File: src/ucs_pkg.sv
// ----------------------------------------------------------------------------
// ucs_pkg
// Types, codes and helpers for the endpoint 0 control transfer sequencer.
// ----------------------------------------------------------------------------
package ucs_pkg;

    localparam logic [15:0] MAX_TRANSFER = 16'd2048;
    localparam logic [2:0]  PKT_LOG2_MIN = 3'd3;
    localparam logic [2:0]  PKT_LOG2_MAX = 3'd6;
    localparam logic [2:0]  PKT_LOG2_RST = 3'd6;

    typedef enum logic [2:0] {
        MODE_START_IN  = 3'd0,
        MODE_START_OUT = 3'd1,
        MODE_IN_DONE   = 3'd2,
        MODE_OUT_RCVD  = 3'd3,
        MODE_BAD_SETUP = 3'd4
    } mode_t;

    typedef enum logic [2:0] {
        PH_IDLE       = 3'd0,
        PH_DATA_IN    = 3'd1,
        PH_LAST_IN    = 3'd2,
        PH_STATUS_OUT = 3'd3,
        PH_DATA_OUT   = 3'd4,
        PH_LAST_OUT   = 3'd5,
        PH_STATUS_IN  = 3'd6
    } phase_t;

    typedef enum logic [1:0] {
        HS_NAK   = 2'd0,
        HS_VALID = 2'd1,
        HS_STALL = 2'd2
    } hs_t;

    typedef enum logic [1:0] {
        NT_NONE     = 2'd0,
        NT_SENT     = 2'd1,
        NT_RECEIVED = 2'd2,
        NT_STALLED  = 2'd3
    } notify_t;

    typedef struct packed {
        logic [2:0]  mode;
        logic [15:0] w_length;
        logic [15:0] reply_length;
        logic [6:0]  rx_count;
    } req_t;

    typedef struct packed {
        logic [2:0]  phase;
        logic        tx_load;
        logic [15:0] tx_offset;
        logic [6:0]  tx_length;
        logic [15:0] rx_offset;
        logic [6:0]  rx_accepted;
        logic [1:0]  tx_handshake;
        logic [1:0]  rx_handshake;
        logic        status_out_kind;
        logic [1:0]  notify;
    } res_t;

    // Max packet size in bytes, log2 held to the 8..64 range.
    function automatic logic [6:0] pkt_size(input logic [2:0] size_log2);
        logic [2:0] l;
        l = size_log2;
        if (l < PKT_LOG2_MIN) l = PKT_LOG2_MIN;
        if (l > PKT_LOG2_MAX) l = PKT_LOG2_MAX;
        return 7'd1 << l;
    endfunction

endpackage

File: src/ucs_intf.sv
// ----------------------------------------------------------------------------
// ucs channel interfaces
// Request, result and configuration channels with valid/ready handshake.
// ----------------------------------------------------------------------------
interface ucs_req_if;
    logic        valid;
    logic        ready;
    logic [2:0]  mode;
    logic [15:0] w_length;
    logic [15:0] reply_length;
    logic [6:0]  rx_count;

    modport source (output valid, mode, w_length, reply_length, rx_count, input ready);
    modport sink   (input valid, mode, w_length, reply_length, rx_count, output ready);
endinterface

interface ucs_res_if;
    logic        valid;
    logic        ready;
    logic [2:0]  phase;
    logic        tx_load;
    logic [15:0] tx_offset;
    logic [6:0]  tx_length;
    logic [15:0] rx_offset;
    logic [6:0]  rx_accepted;
    logic [1:0]  tx_handshake;
    logic [1:0]  rx_handshake;
    logic        status_out_kind;
    logic [1:0]  notify;

    modport source (output valid, phase, tx_load, tx_offset, tx_length, rx_offset,
                    rx_accepted, tx_handshake, rx_handshake, status_out_kind, notify,
                    input ready);
    modport sink   (input valid, phase, tx_load, tx_offset, tx_length, rx_offset,
                    rx_accepted, tx_handshake, rx_handshake, status_out_kind, notify,
                    output ready);
endinterface

interface ucs_cfg_if;
    logic       valid;
    logic       ready;
    logic [2:0] packet_size_log2;

    modport source (output valid, packet_size_log2, input ready);
    modport sink   (input valid, packet_size_log2, output ready);
endinterface

File: src/usb_control_endpoint_sequencer_unit.sv
// ----------------------------------------------------------------------------
// usb_control_endpoint_sequencer_unit
// Endpoint 0 data/status stage sequencer: one event in, one result out.
// ----------------------------------------------------------------------------
// Datapath: the accepted request is held in the input register, then one
//   pass of compare/add logic writes the result register.
// Throughput: one request per cycle while the result side is ready; the result
//   register decouples a stalled consumer, the input register holds one more request.
// Reset: phase idle, counters and offsets zero, handshakes NAK, packet size 64.
module usb_control_endpoint_sequencer_unit
    import ucs_pkg::*;
(
    input  logic     clk,
    input  logic     rst_n,
    ucs_req_if.sink  req,
    ucs_res_if.source res,
    ucs_cfg_if.sink  cfg
);

    // Input register
    req_t        req_reg;
    logic        req_valid_reg;
    // Result register
    res_t        res_reg;
    res_t        res_next;
    logic        res_valid_reg;
    // Sequencer state
    logic [2:0]  pkt_log2_reg;
    phase_t      stage_reg,      stage_next;
    logic [15:0] byte_count_reg, byte_count_next;
    logic [15:0] send_offset_reg, send_offset_next;
    logic        zero_due_reg,   zero_due_next;
    logic [15:0] req_length_reg, req_length_next;
    hs_t         tx_hs_reg,      tx_hs_next;
    hs_t         rx_hs_reg,      rx_hs_next;
    logic        out_kind_reg,   out_kind_next;

    logic        advance;
    logic [6:0]  pkt;
    logic [15:0] pkt16;
    logic [15:0] reply_min;
    logic [15:0] reply_clamp;
    logic        zero_due_start;
    logic        is_start_in;
    logic [15:0] sp_count;
    logic [15:0] sp_offset;
    logic        sp_zero;
    logic        sp_more;
    logic [15:0] left;
    logic [6:0]  want;
    logic        rx_short;
    logic [15:0] left_after;

    assign advance   = req_valid_reg && (!res_valid_reg || res.ready);
    assign req.ready = !req_valid_reg || advance;
    assign cfg.ready = 1'b1;

    always_ff @(posedge clk or negedge rst_n)
    begin
        if (!rst_n)
        begin
            req_valid_reg <= 1'b0;
        end
        else if (req.ready)
        begin
            req_valid_reg <= req.valid;
        end
    end

    always_ff @(posedge clk)
    begin
        if (req.valid && req.ready)
        begin
            req_reg.mode         <= req.mode;
            req_reg.w_length     <= req.w_length;
            req_reg.reply_length <= req.reply_length;
            req_reg.rx_count     <= req.rx_count;
        end
    end

    always_ff @(posedge clk or negedge rst_n)
    begin
        if (!rst_n)
        begin
            pkt_log2_reg <= PKT_LOG2_RST;
        end
        else if (cfg.valid)
        begin
            pkt_log2_reg <= cfg.packet_size_log2;
        end
    end

    // ---- shared datapath ----
    assign pkt   = pkt_size(pkt_log2_reg);
    assign pkt16 = {9'd0, pkt};

    assign reply_min   = (req_reg.reply_length > req_reg.w_length) ?
                         req_reg.w_length : req_reg.reply_length;
    assign reply_clamp = (reply_min > MAX_TRANSFER) ? MAX_TRANSFER : reply_min;
    assign zero_due_start = (reply_clamp != 16'd0) && (reply_clamp < req_reg.w_length) &&
                            ((reply_clamp & (pkt16 - 16'd1)) == 16'd0);

    // Packet send: a start uses the fresh reply, IN done uses the stored count
    assign is_start_in = (req_reg.mode == MODE_START_IN);
    assign sp_count    = is_start_in ? reply_clamp : byte_count_reg;
    assign sp_offset   = is_start_in ? 16'd0 : send_offset_reg;
    assign sp_zero     = is_start_in ? zero_due_start : zero_due_reg;
    assign sp_more     = pkt16 < sp_count;

    // OUT packet intake
    assign left       = (req_length_reg > byte_count_reg) ?
                        (req_length_reg - byte_count_reg) : 16'd0;
    assign want       = (left < pkt16) ? left[6:0] : pkt;
    assign rx_short   = req_reg.rx_count < want;
    assign left_after = left - {9'd0, want};

    always_comb
    begin
        stage_next       = stage_reg;
        byte_count_next  = byte_count_reg;
        send_offset_next = send_offset_reg;
        zero_due_next    = zero_due_reg;
        req_length_next  = req_length_reg;
        tx_hs_next       = tx_hs_reg;
        rx_hs_next       = rx_hs_reg;
        out_kind_next    = out_kind_reg;

        res_next             = '0;
        res_next.notify      = NT_NONE;

        case (req_reg.mode) inside
            MODE_START_IN, MODE_IN_DONE:
            begin
                if (is_start_in)
                begin
                    req_length_next = req_reg.w_length;
                    out_kind_next   = 1'b0;
                end
                tx_hs_next = HS_NAK;
                if (is_start_in || stage_reg == PH_DATA_IN)
                begin
                    res_next.tx_load   = 1'b1;
                    res_next.tx_offset = sp_offset;
                    tx_hs_next         = HS_VALID;
                    if (sp_more)
                    begin
                        res_next.tx_length = pkt;
                        stage_next         = PH_DATA_IN;
                        rx_hs_next         = HS_STALL;
                        send_offset_next   = sp_offset + pkt16;
                        byte_count_next    = sp_count - pkt16;
                        zero_due_next      = sp_zero;
                    end
                    else
                    begin
                        res_next.tx_length = sp_count[6:0];
                        stage_next         = sp_zero ? PH_DATA_IN : PH_LAST_IN;
                        rx_hs_next         = sp_zero ? HS_STALL : HS_NAK;
                        send_offset_next   = 16'd0;
                        zero_due_next      = 1'b0;
                        byte_count_next    = 16'd0;
                    end
                end
                else if (stage_reg == PH_LAST_IN)
                begin
                    stage_next      = PH_STATUS_OUT;
                    out_kind_next   = 1'b1;
                    rx_hs_next      = HS_VALID;
                    res_next.notify = NT_SENT;
                end
                else if (stage_reg == PH_STATUS_IN)
                begin
                    stage_next = PH_IDLE;
                    rx_hs_next = HS_VALID;
                end
                else
                begin
                    stage_next      = PH_IDLE;
                    tx_hs_next      = HS_STALL;
                    rx_hs_next      = HS_STALL;
                    res_next.notify = NT_STALLED;
                end
            end
            MODE_START_OUT:
            begin
                req_length_next  = req_reg.w_length;
                byte_count_next  = 16'd0;
                send_offset_next = 16'd0;
                zero_due_next    = 1'b0;
                out_kind_next    = 1'b0;
                stage_next       = (req_reg.w_length > pkt16) ? PH_DATA_OUT : PH_LAST_OUT;
                tx_hs_next       = HS_STALL;
                rx_hs_next       = HS_VALID;
            end
            MODE_OUT_RCVD:
            begin
                rx_hs_next = HS_NAK;
                if (stage_reg == PH_DATA_OUT || stage_reg == PH_LAST_OUT)
                begin
                    if (rx_short)
                    begin
                        stage_next      = PH_IDLE;
                        tx_hs_next      = HS_STALL;
                        rx_hs_next      = HS_STALL;
                        res_next.notify = NT_STALLED;
                    end
                    else
                    begin
                        res_next.rx_offset   = byte_count_reg;
                        res_next.rx_accepted = want;
                        byte_count_next      = byte_count_reg + {9'd0, want};
                        if (stage_reg == PH_DATA_OUT)
                        begin
                            rx_hs_next = HS_VALID;
                            if (left_after <= pkt16)
                            begin
                                stage_next = PH_LAST_OUT;
                                tx_hs_next = HS_NAK;
                            end
                            else
                            begin
                                tx_hs_next = HS_STALL;
                            end
                        end
                        else
                        begin
                            // Data complete: arm the zero-length status IN
                            res_next.notify  = NT_RECEIVED;
                            res_next.tx_load = 1'b1;
                            tx_hs_next       = HS_VALID;
                            stage_next       = PH_STATUS_IN;
                        end
                    end
                end
                else if (stage_reg == PH_STATUS_OUT)
                begin
                    stage_next    = PH_IDLE;
                    out_kind_next = 1'b0;
                    rx_hs_next    = HS_VALID;
                    tx_hs_next    = HS_NAK;
                end
                else
                begin
                    stage_next      = PH_IDLE;
                    tx_hs_next      = HS_STALL;
                    rx_hs_next      = HS_STALL;
                    res_next.notify = NT_STALLED;
                end
            end
            MODE_BAD_SETUP:
            begin
                stage_next      = PH_IDLE;
                tx_hs_next      = HS_STALL;
                rx_hs_next      = HS_STALL;
                res_next.notify = NT_STALLED;
            end
            default:
            begin
                // Unused codes report the current state
            end
        endcase

        res_next.phase           = stage_next;
        res_next.tx_handshake    = tx_hs_next;
        res_next.rx_handshake    = rx_hs_next;
        res_next.status_out_kind = out_kind_next;
    end

    always_ff @(posedge clk or negedge rst_n)
    begin
        if (!rst_n)
        begin
            stage_reg       <= PH_IDLE;
            byte_count_reg  <= 16'd0;
            send_offset_reg <= 16'd0;
            zero_due_reg    <= 1'b0;
            req_length_reg  <= 16'd0;
            tx_hs_reg       <= HS_NAK;
            rx_hs_reg       <= HS_NAK;
            out_kind_reg    <= 1'b0;
            res_valid_reg   <= 1'b0;
        end
        else
        begin
            if (advance)
            begin
                stage_reg       <= stage_next;
                byte_count_reg  <= byte_count_next;
                send_offset_reg <= send_offset_next;
                zero_due_reg    <= zero_due_next;
                req_length_reg  <= req_length_next;
                tx_hs_reg       <= tx_hs_next;
                rx_hs_reg       <= rx_hs_next;
                out_kind_reg    <= out_kind_next;
                res_valid_reg   <= 1'b1;
            end
            else if (res.ready)
            begin
                res_valid_reg <= 1'b0;
            end
        end
    end

    always_ff @(posedge clk)
    begin
        if (advance)
        begin
            res_reg <= res_next;
        end
    end

    assign res.valid           = res_valid_reg;
    assign res.phase           = res_reg.phase;
    assign res.tx_load         = res_reg.tx_load;
    assign res.tx_offset       = res_reg.tx_offset;
    assign res.tx_length       = res_reg.tx_length;
    assign res.rx_offset       = res_reg.rx_offset;
    assign res.rx_accepted     = res_reg.rx_accepted;
    assign res.tx_handshake    = res_reg.tx_handshake;
    assign res.rx_handshake    = res_reg.rx_handshake;
    assign res.status_out_kind = res_reg.status_out_kind;
    assign res.notify          = res_reg.notify;

    // ---- assertions ----
    a_stall_idle: assert property (@(posedge clk) disable iff (!rst_n)
        res_valid_reg && res_reg.notify == NT_STALLED |->
            res_reg.phase == PH_IDLE && res_reg.tx_handshake == HS_STALL &&
            res_reg.rx_handshake == HS_STALL)
        else $error("stall result without idle phase and STALL handshakes");

    a_data_out_hs: assert property (@(posedge clk) disable iff (!rst_n)
        res_valid_reg && res_reg.phase == PH_DATA_OUT |->
            res_reg.rx_handshake == HS_VALID && res_reg.tx_handshake == HS_STALL)
        else $error("data OUT phase with wrong handshakes");

    a_tx_len: assert property (@(posedge clk) disable iff (!rst_n)
        res_valid_reg && res_reg.tx_load |-> res_reg.tx_length <= pkt)
        else $error("loaded IN packet longer than max packet size");

    a_req_hold: assert property (@(posedge clk) disable iff (!rst_n)
        req_valid_reg && !advance |=> req_valid_reg && $stable(req_reg))
        else $error("pending request dropped or changed before processing");

endmodule

File: src/flat_wrapper.sv
// flat-port wrapper written by rule: the top's interface ports become plain ports
module usb_control_endpoint_sequencer_unit_flat import ucs_pkg::*;
  (clk, rst_n, req_valid, req_mode, req_w_length, req_reply_length, req_rx_count, req_ready, res_valid, res_phase, res_tx_load, res_tx_offset, res_tx_length, res_rx_offset, res_rx_accepted, res_tx_handshake, res_rx_handshake, res_status_out_kind, res_notify, res_ready, cfg_valid, cfg_packet_size_log2, cfg_ready);
  ucs_req_if req_i ();
  ucs_res_if res_i ();
  ucs_cfg_if cfg_i ();
  input  logic clk;
  input  logic rst_n;
  input wire logic [$bits(req_i.valid)-1:0] req_valid;
  input wire logic [$bits(req_i.mode)-1:0] req_mode;
  input wire logic [$bits(req_i.w_length)-1:0] req_w_length;
  input wire logic [$bits(req_i.reply_length)-1:0] req_reply_length;
  input wire logic [$bits(req_i.rx_count)-1:0] req_rx_count;
  output wire logic [$bits(req_i.ready)-1:0] req_ready;
  output wire logic [$bits(res_i.valid)-1:0] res_valid;
  output wire logic [$bits(res_i.phase)-1:0] res_phase;
  output wire logic [$bits(res_i.tx_load)-1:0] res_tx_load;
  output wire logic [$bits(res_i.tx_offset)-1:0] res_tx_offset;
  output wire logic [$bits(res_i.tx_length)-1:0] res_tx_length;
  output wire logic [$bits(res_i.rx_offset)-1:0] res_rx_offset;
  output wire logic [$bits(res_i.rx_accepted)-1:0] res_rx_accepted;
  output wire logic [$bits(res_i.tx_handshake)-1:0] res_tx_handshake;
  output wire logic [$bits(res_i.rx_handshake)-1:0] res_rx_handshake;
  output wire logic [$bits(res_i.status_out_kind)-1:0] res_status_out_kind;
  output wire logic [$bits(res_i.notify)-1:0] res_notify;
  input wire logic [$bits(res_i.ready)-1:0] res_ready;
  input wire logic [$bits(cfg_i.valid)-1:0] cfg_valid;
  input wire logic [$bits(cfg_i.packet_size_log2)-1:0] cfg_packet_size_log2;
  output wire logic [$bits(cfg_i.ready)-1:0] cfg_ready;
  assign req_i.valid = req_valid;
  assign req_i.mode = req_mode;
  assign req_i.w_length = req_w_length;
  assign req_i.reply_length = req_reply_length;
  assign req_i.rx_count = req_rx_count;
  assign req_ready = req_i.ready;
  assign res_valid = res_i.valid;
  assign res_phase = res_i.phase;
  assign res_tx_load = res_i.tx_load;
  assign res_tx_offset = res_i.tx_offset;
  assign res_tx_length = res_i.tx_length;
  assign res_rx_offset = res_i.rx_offset;
  assign res_rx_accepted = res_i.rx_accepted;
  assign res_tx_handshake = res_i.tx_handshake;
  assign res_rx_handshake = res_i.rx_handshake;
  assign res_status_out_kind = res_i.status_out_kind;
  assign res_notify = res_i.notify;
  assign res_i.ready = res_ready;
  assign cfg_i.valid = cfg_valid;
  assign cfg_i.packet_size_log2 = cfg_packet_size_log2;
  assign cfg_ready = cfg_i.ready;
  usb_control_endpoint_sequencer_unit u_core (.clk(clk), .rst_n(rst_n), .req(req_i), .res(res_i), .cfg(cfg_i));
endmodule
File: config.mk
export PLATFORM = sky130hd
export DESIGN_NAME = usb_control_endpoint_sequencer_unit_flat
export DESIGN_NICKNAME = d
export VERILOG_FILES = /design/src/ucs_pkg.sv /design/src/ucs_intf.sv /design/src/usb_control_endpoint_sequencer_unit.sv /design/src/flat_wrapper.sv
export SDC_FILE = /design/constraint.sdc
export NUM_CORES = 1
export LEC_CHECK = 0
export BUFFER_PORTS_ARGS = -buffer_cell sky130_fd_sc_hd__buf_2
export CORE_AREA = 2 2 152 154
export CTS_CLUSTER_SIZE = 16
export DETAILED_ROUTE_END_ITERATION = 12
export DIE_AREA = 0 0 154 156
export GPL_ROUTABILITY_DRIVEN = 0
export PLACE_DENSITY = 0.8
export SETUP_SLACK_MARGIN = 0.1
export SLEW_MARGIN = 20
export SYNTH_ARGS = -nofsm -noshare
export SYNTH_HDL_FRONTEND = slang
export SYNTH_SLANG_ARGS = --single-unit
File: constraint.sdc
create_clock -name clk -period 22.8 [get_ports clk]
set_input_delay 1.14 -clock clk [delete_from_list [all_inputs] [get_ports clk]]
set_output_delay 1.14 -clock clk [all_outputs]
set_load 0.02 [all_outputs]
# --- Word-level counts from Yosys, hierarchy flattened ---
# Cells that the tools add are included.
word_totals:
  inputBits: 50
  reg_bits: 161
  wordCells: 176
classes:
  n_eq_ne: 13
  muxes: 94
  n_bitwise: 3
  n_reduce_logical: 23
  shifts: 1
  order_cmp: 11
  addsub: 6
ops:
  columns: ["operator", "count"]
  rows:
  - ["$mux W16", 19]
  - ["$mux W2", 37]
  - ["$mux W3", 12]
  - ["$add A16 B7 Y16", 2]
  - ["$gt A16 B16 Y1", 2]
  - ["$sub A16 B7 Y16", 2]
  - ["$mux W24", 1]
  - ["$mux W1", 23]
  - ["$and A16 B16 Y16", 1]
  - ["$gt A16 B12 Y1 const B", 1]
  - ["$gt A16 B7 Y1", 1]
  - ["$le A16 B7 Y1", 1]
  - ["$logic_not A16 Y1", 1]
  - ["$lt A16 B16 Y1", 1]
  - ["$lt A16 B7 Y1", 1]
  - ["$lt A7 B16 Y1", 1]
  - ["$reduce_bool A16 Y1", 1]
  - ["$sub A16 B16 Y16", 1]
  - ["$mux W7", 2]
  - ["$eq A3 B2 Y1 const B", 4]
  - ["$eq A3 B3 Y1 const B", 4]
  - ["$sub A7 B1 Y8 const B", 1]
  - ["$lt A7 B7 Y1", 1]
  - ["$shl A1 B3 Y7 const A", 1]
  - ["17 further kinds", 30]

# --- Logic depth before layout (Yosys ltp) ---
logic_depth:
  depth_word: 16
  ltp_mapped: 37
  ltp_nobuf: 35

# --- Least setup slack after synthesis ---
# No wires, ideal clock.
synth_timing:
  path_type: "register to register"
  start: "reg u_core.byte_count_reg[9]"
  end: "reg u_core.res_reg (netlist bit u_core.res.tx_handshake[1]), data pin"
  path_stages_with_launch: 34
  setup_slack_ns: 15.589
  setup_time_ns: 0.274
  path_buffers: 3
  arrival_time_ns: 6.938
  cell_sequence: "dfrtp_1 -> inv_1 -> ha_1 -> buf_2 -> a211oi_1 -> o21bai_1 -> a211o_1 -> o21ai_0 -> buf_2 -> nor2_1 -> ha_1 -> a21o_1 -> a211oi_1 -> o211a_1 -> a32o_1 -> clkbuf_1 -> nand2_1 -> nor2_1 -> o21ai_0 -> ha_1 -> o21ai_0 -> a21oi_1 -> o21a_1 -> nor2_1 -> xnor2_1 -> ha_1 -> and2_0 -> a221o_1 -> a32oi_1 -> o2111ai_1 -> a21oi_1 -> nand4_1 -> o41ai_1 -> nand3_1"
synth_lines:
  columns: ["item", "line", "rtl"]
  rows:
  - ["from (decl)", "usb_control_endpoint_sequencer_unit.sv:30", "logic [15:0] byte_count_reg, byte_count_next;"]
  - ["from (signal assigned)", "usb_control_endpoint_sequencer_unit.sv:288", "byte_count_reg <= byte_count_next;"]
  - ["to (signal assigned)", "usb_control_endpoint_sequencer_unit.sv:308", "res_reg <= res_next;"]
  - ["to (decl)", "usb_control_endpoint_sequencer_unit.sv:24", "res_t res_reg;"]

==> impl_metrics.py <==
metrics = {
    "clock_network": {
        "clock_sinks": 161,
        "cts_hold_buffers": 0,
        "clkTransAtPathRegs_ns": 0.07,
        "clk_latency_ns": 0.44,
        "cts_root_buf": "clkbuf_16",
        "numCtsBuffers": 17,
        "cts_tree": "built",
        "cts_resized": 0,
        "cts_max_level": 4,
        "post_cts_buffers": 0,
        "cts_max_path_buffers": 2,
    },
    "floorplanning": {
        "initial_core_util_pct": 49.4,
        "die_area_sq_um": 24000,
        "die_x_um": 154,
        "io_pins": 110,
        "die_y_um": 156,
        "core_sq_um": 22400,
        "placementRows": 55,
    },
    "synthesis": {
        "synthTopCellsByArea": "edfxtp_1 (27%), dfrtp_1 (14%), ha_1 (11%)",
        "ys_types": 82,
        "syn_area_sq_um": 11000,
        "avgSynthCellArea_sq_um": 9.53,
        "yosys-top-cells-count": "nor2_1 (111), nand2_1 (103), edfxtp_1 (99)",
        "ys_ff_latch": 161,
        "ys_seq_area_share_pct": 41.0,
        "synthFlopType": "edfxtp_1",
        "netlist.area_leader.share_pct": 26.9,
        "yosysWarnings": 0,
        "synth_edf_count": 99,
        "synth_top_cell_by_area": "edfxtp_1",
        "synthArstFlopShare_pct": 38.5,
        "yosysMostFrequentCell": "nor2_1",
        "syn_inst": 1159,
    },
    "sta": {
        "worst_pin_slew_ns": 1.06,
        "rsz0062_at_grt": "false",
        "drv_slew": 0,
        "setup_violations": 0,
        "hold_ws_ns": 0.490,
        "fmax_mhz": 121,
        "fin_crit_sh_pct": 36.3,
        "maxSlewHeadroom_pct": 29.3,
        "hold_violations": 0,
        "period_needed_ns": 8.28,
        "fin_setup_tns_ns": 0,
        "finClkSkew_ns": 0.0161,
    },
    "critical_path": {
        "worstPathArrival_ns": 8.45,
        "r2r_start": "u_core.byte_count_reg[11]$_DFFE_PN0P_",
        "crit-reg2reg-capture": "u_core.res.tx_handshake[1]$_DFFE_PP_",
        "reg2regPathDepth": 32,
        "slowest_delay_ns": 0.66,
        "cp_max_fo": 10,
        "crit_required_ns": 22.96,
        "crit_path_start": "u_core.byte_count_reg[11]$_DFFE_PN0P_",
        "cp_slowest_cell": "o41ai_1",
        "startpoint_type": "flip-flop",
        "path_class": "flip-flop to flip-flop",
        "path_common_cell": "ha_1",
        "r2r_slack_ns": 14.52,
        "worstSetupEndpointType": "flip-flop",
    },
    "worst_hold_path": {
        "hold_path_class": "flip-flop to flip-flop",
        "whs_path_depth": 1,
        "min_to": "u_core.res.valid$_DFFE_PN0P_",
        "min_from": "u_core.req_valid_reg$_DFFE_PN0N_",
    },
    "routing": {
        "vias_per_cell": 6.05,
        "totalWireLength_mm": 28.4,
        "vias": 9465,
        "firstDrtPassIters": 5,
        "drtIter0Drc": 841,
        "postRouteAntennaNets": 0,
        "drc": 0,
        "wl_per_cell_um": 18.2,
    },
    "grt": {
        "grt_max_degree": 69,
        "grt.total_usage_pct": 23.9,
        "grt-ovfl-total": 0,
        "grt_pass1_wl_mm": 45.6,
        "grt_pass1_vias": 9058,
        "antenna_found_initial": 0,
    },
    "final_layout": {
        "postLayoutCellArea_sq_um": 12500,
        "utilization_pct": 55.7,
        "nNetsFinal": 1419,
        "largest_reg_flops": 42,
        "layout-drive-gt1-share_pct": 14.0,
        "area_delta_synth_final_pct": 12.7,
        "antenna_cells": 0,
    },
    "place": {
        "hpwl_mm": 21.5,
        "io_buffer_count": 108,
        "place_area_sq_um": 11900,
    },
    "run_status": {
        "status": "complete, no violations",
    },
    "power": {
        "powerDensity_nw_per_um2": 145,
        "vdd_drop_max_mv": 0.105,
        "p_leak_nw": 5.39,
    },
    "flow_run": {
        "maxCapViolations": 0,
    },
}
==> per-layer routing <==
metal | part of all wire [%] | GRT usage [%] | wire length, um | up-vias
li1 | - | - | - | 4505
met1 | 43 | 32.1 | 12100 | 4411
met2 | 45 | 37.5 | 12700 | 481
met3 | 8.9 | 4.86 | 2520 | 68
met4 | 3.5 | 10.9 | 1010 | 0
met5 | 0 | 0 | 0 | -
==> layout make-up <==
cell class | instances | area (sq um)
clock buffers | 21 | 450
clock inverters | 11 | 129
fillers | 1941 | 9910
inverters | 65 | 244
multi-input cells | 907 | 6160
flip-flops and latches | 161 | 4530
well taps | 285 | 357
repair buffers | 114 | 586
==> power breakdown <==
group | internal [mW] | switching, mW
logic | 0.440 | 0.687
registers | 0.356 | 0.0382
clock network | 0.165 | 0.121
total | 0.962 | 0.847
==> logic make-up (layout without fill, tap and decap cells) <==
group	count (synthesis)	count (layout)	synth area share (%)
fa+ha+maj	103	103	12.0
xor+xnor	32	32	2.54
mux	27	27	2.53
compound gates	333	333	20.6
flops	161	161	41.0
other cells	2	18	0.0680
simple gates	394	394	17.5
buf+inv	107	211	3.84
==> how the worst max path moves through the flow <==
| stage | to | slack, ns | depth (start not counted) |
|---|---|---|---|
| global route | u_core.res.tx_handshake[1]$_DFFE_PP_ | 13.91 | 32 |
| global placement | u_core.res.tx_handshake[1]$_DFFE_PP_ | 15.21 | 32 |
| detailed placement | u_core.res.tx_handshake[1]$_DFFE_PP_ | 14.77 | 32 |
| CTS | u_core.res.tx_handshake[1]$_DFFE_PP_ | 14.74 | 32 |
| floorplan | u_core.res.tx_handshake[1]$_DFFE_PP_ | 15.59 | 33 |
| finish | u_core.res.tx_handshake[1]$_DFFE_PP_ | 14.52 | 32 |
==> cell usage in the layout (no fill, tap or decap), types with 6 or more instances in the layout <==
master,instances
clkbuf_16,17
edfxtp_1,99
xor2_1,11
and3_1,11
and2_1,38
nor2b_1,8
buf_4,6
a31oi_1,12
nand3_1,18
xnor2_1,21
or3_1,9
o21ai_0,77
o21bai_1,8
dfrtp_1,60
nor3_1,27
nor4_1,9
mux2i_1,20
nand4_1,23
a211oi_1,18
a21o_1,24
inv_1,64
buf_2,108
o21a_1,18
ha_1,98
mux2_2,7
a21oi_1,78
nand2b_1,7
o211ai_1,9
o31ai_1,6
nor2_1,111
nand2_1,103
conb_1,18
==> through the flow <==
step	instances	total power [mW]	worst slack, ns
2_1_floorplan	1175	1.24	15.59
3_3_place_gp	1532	1.44	15.21
3_5_place_dp	1532	1.49	14.77
4_1_cts	1564	1.78	14.74
5_1_grt	1564	1.94	13.91
6_report	1564	1.81	14.52
==> critical path: cells and delay by family (launching register included) <==
family                     cells  cell delay, ns
adders and majority gates      4            1.37
and+or+nand+nor                7            1.06
buffers and inverters          2            0.27
DFF                            1            0.46
xor gates and xnor gates       1            0.13
AOI/OAI and AO/OA             18            4.70
No activity file was read; power rests on OpenSTA's default activity.
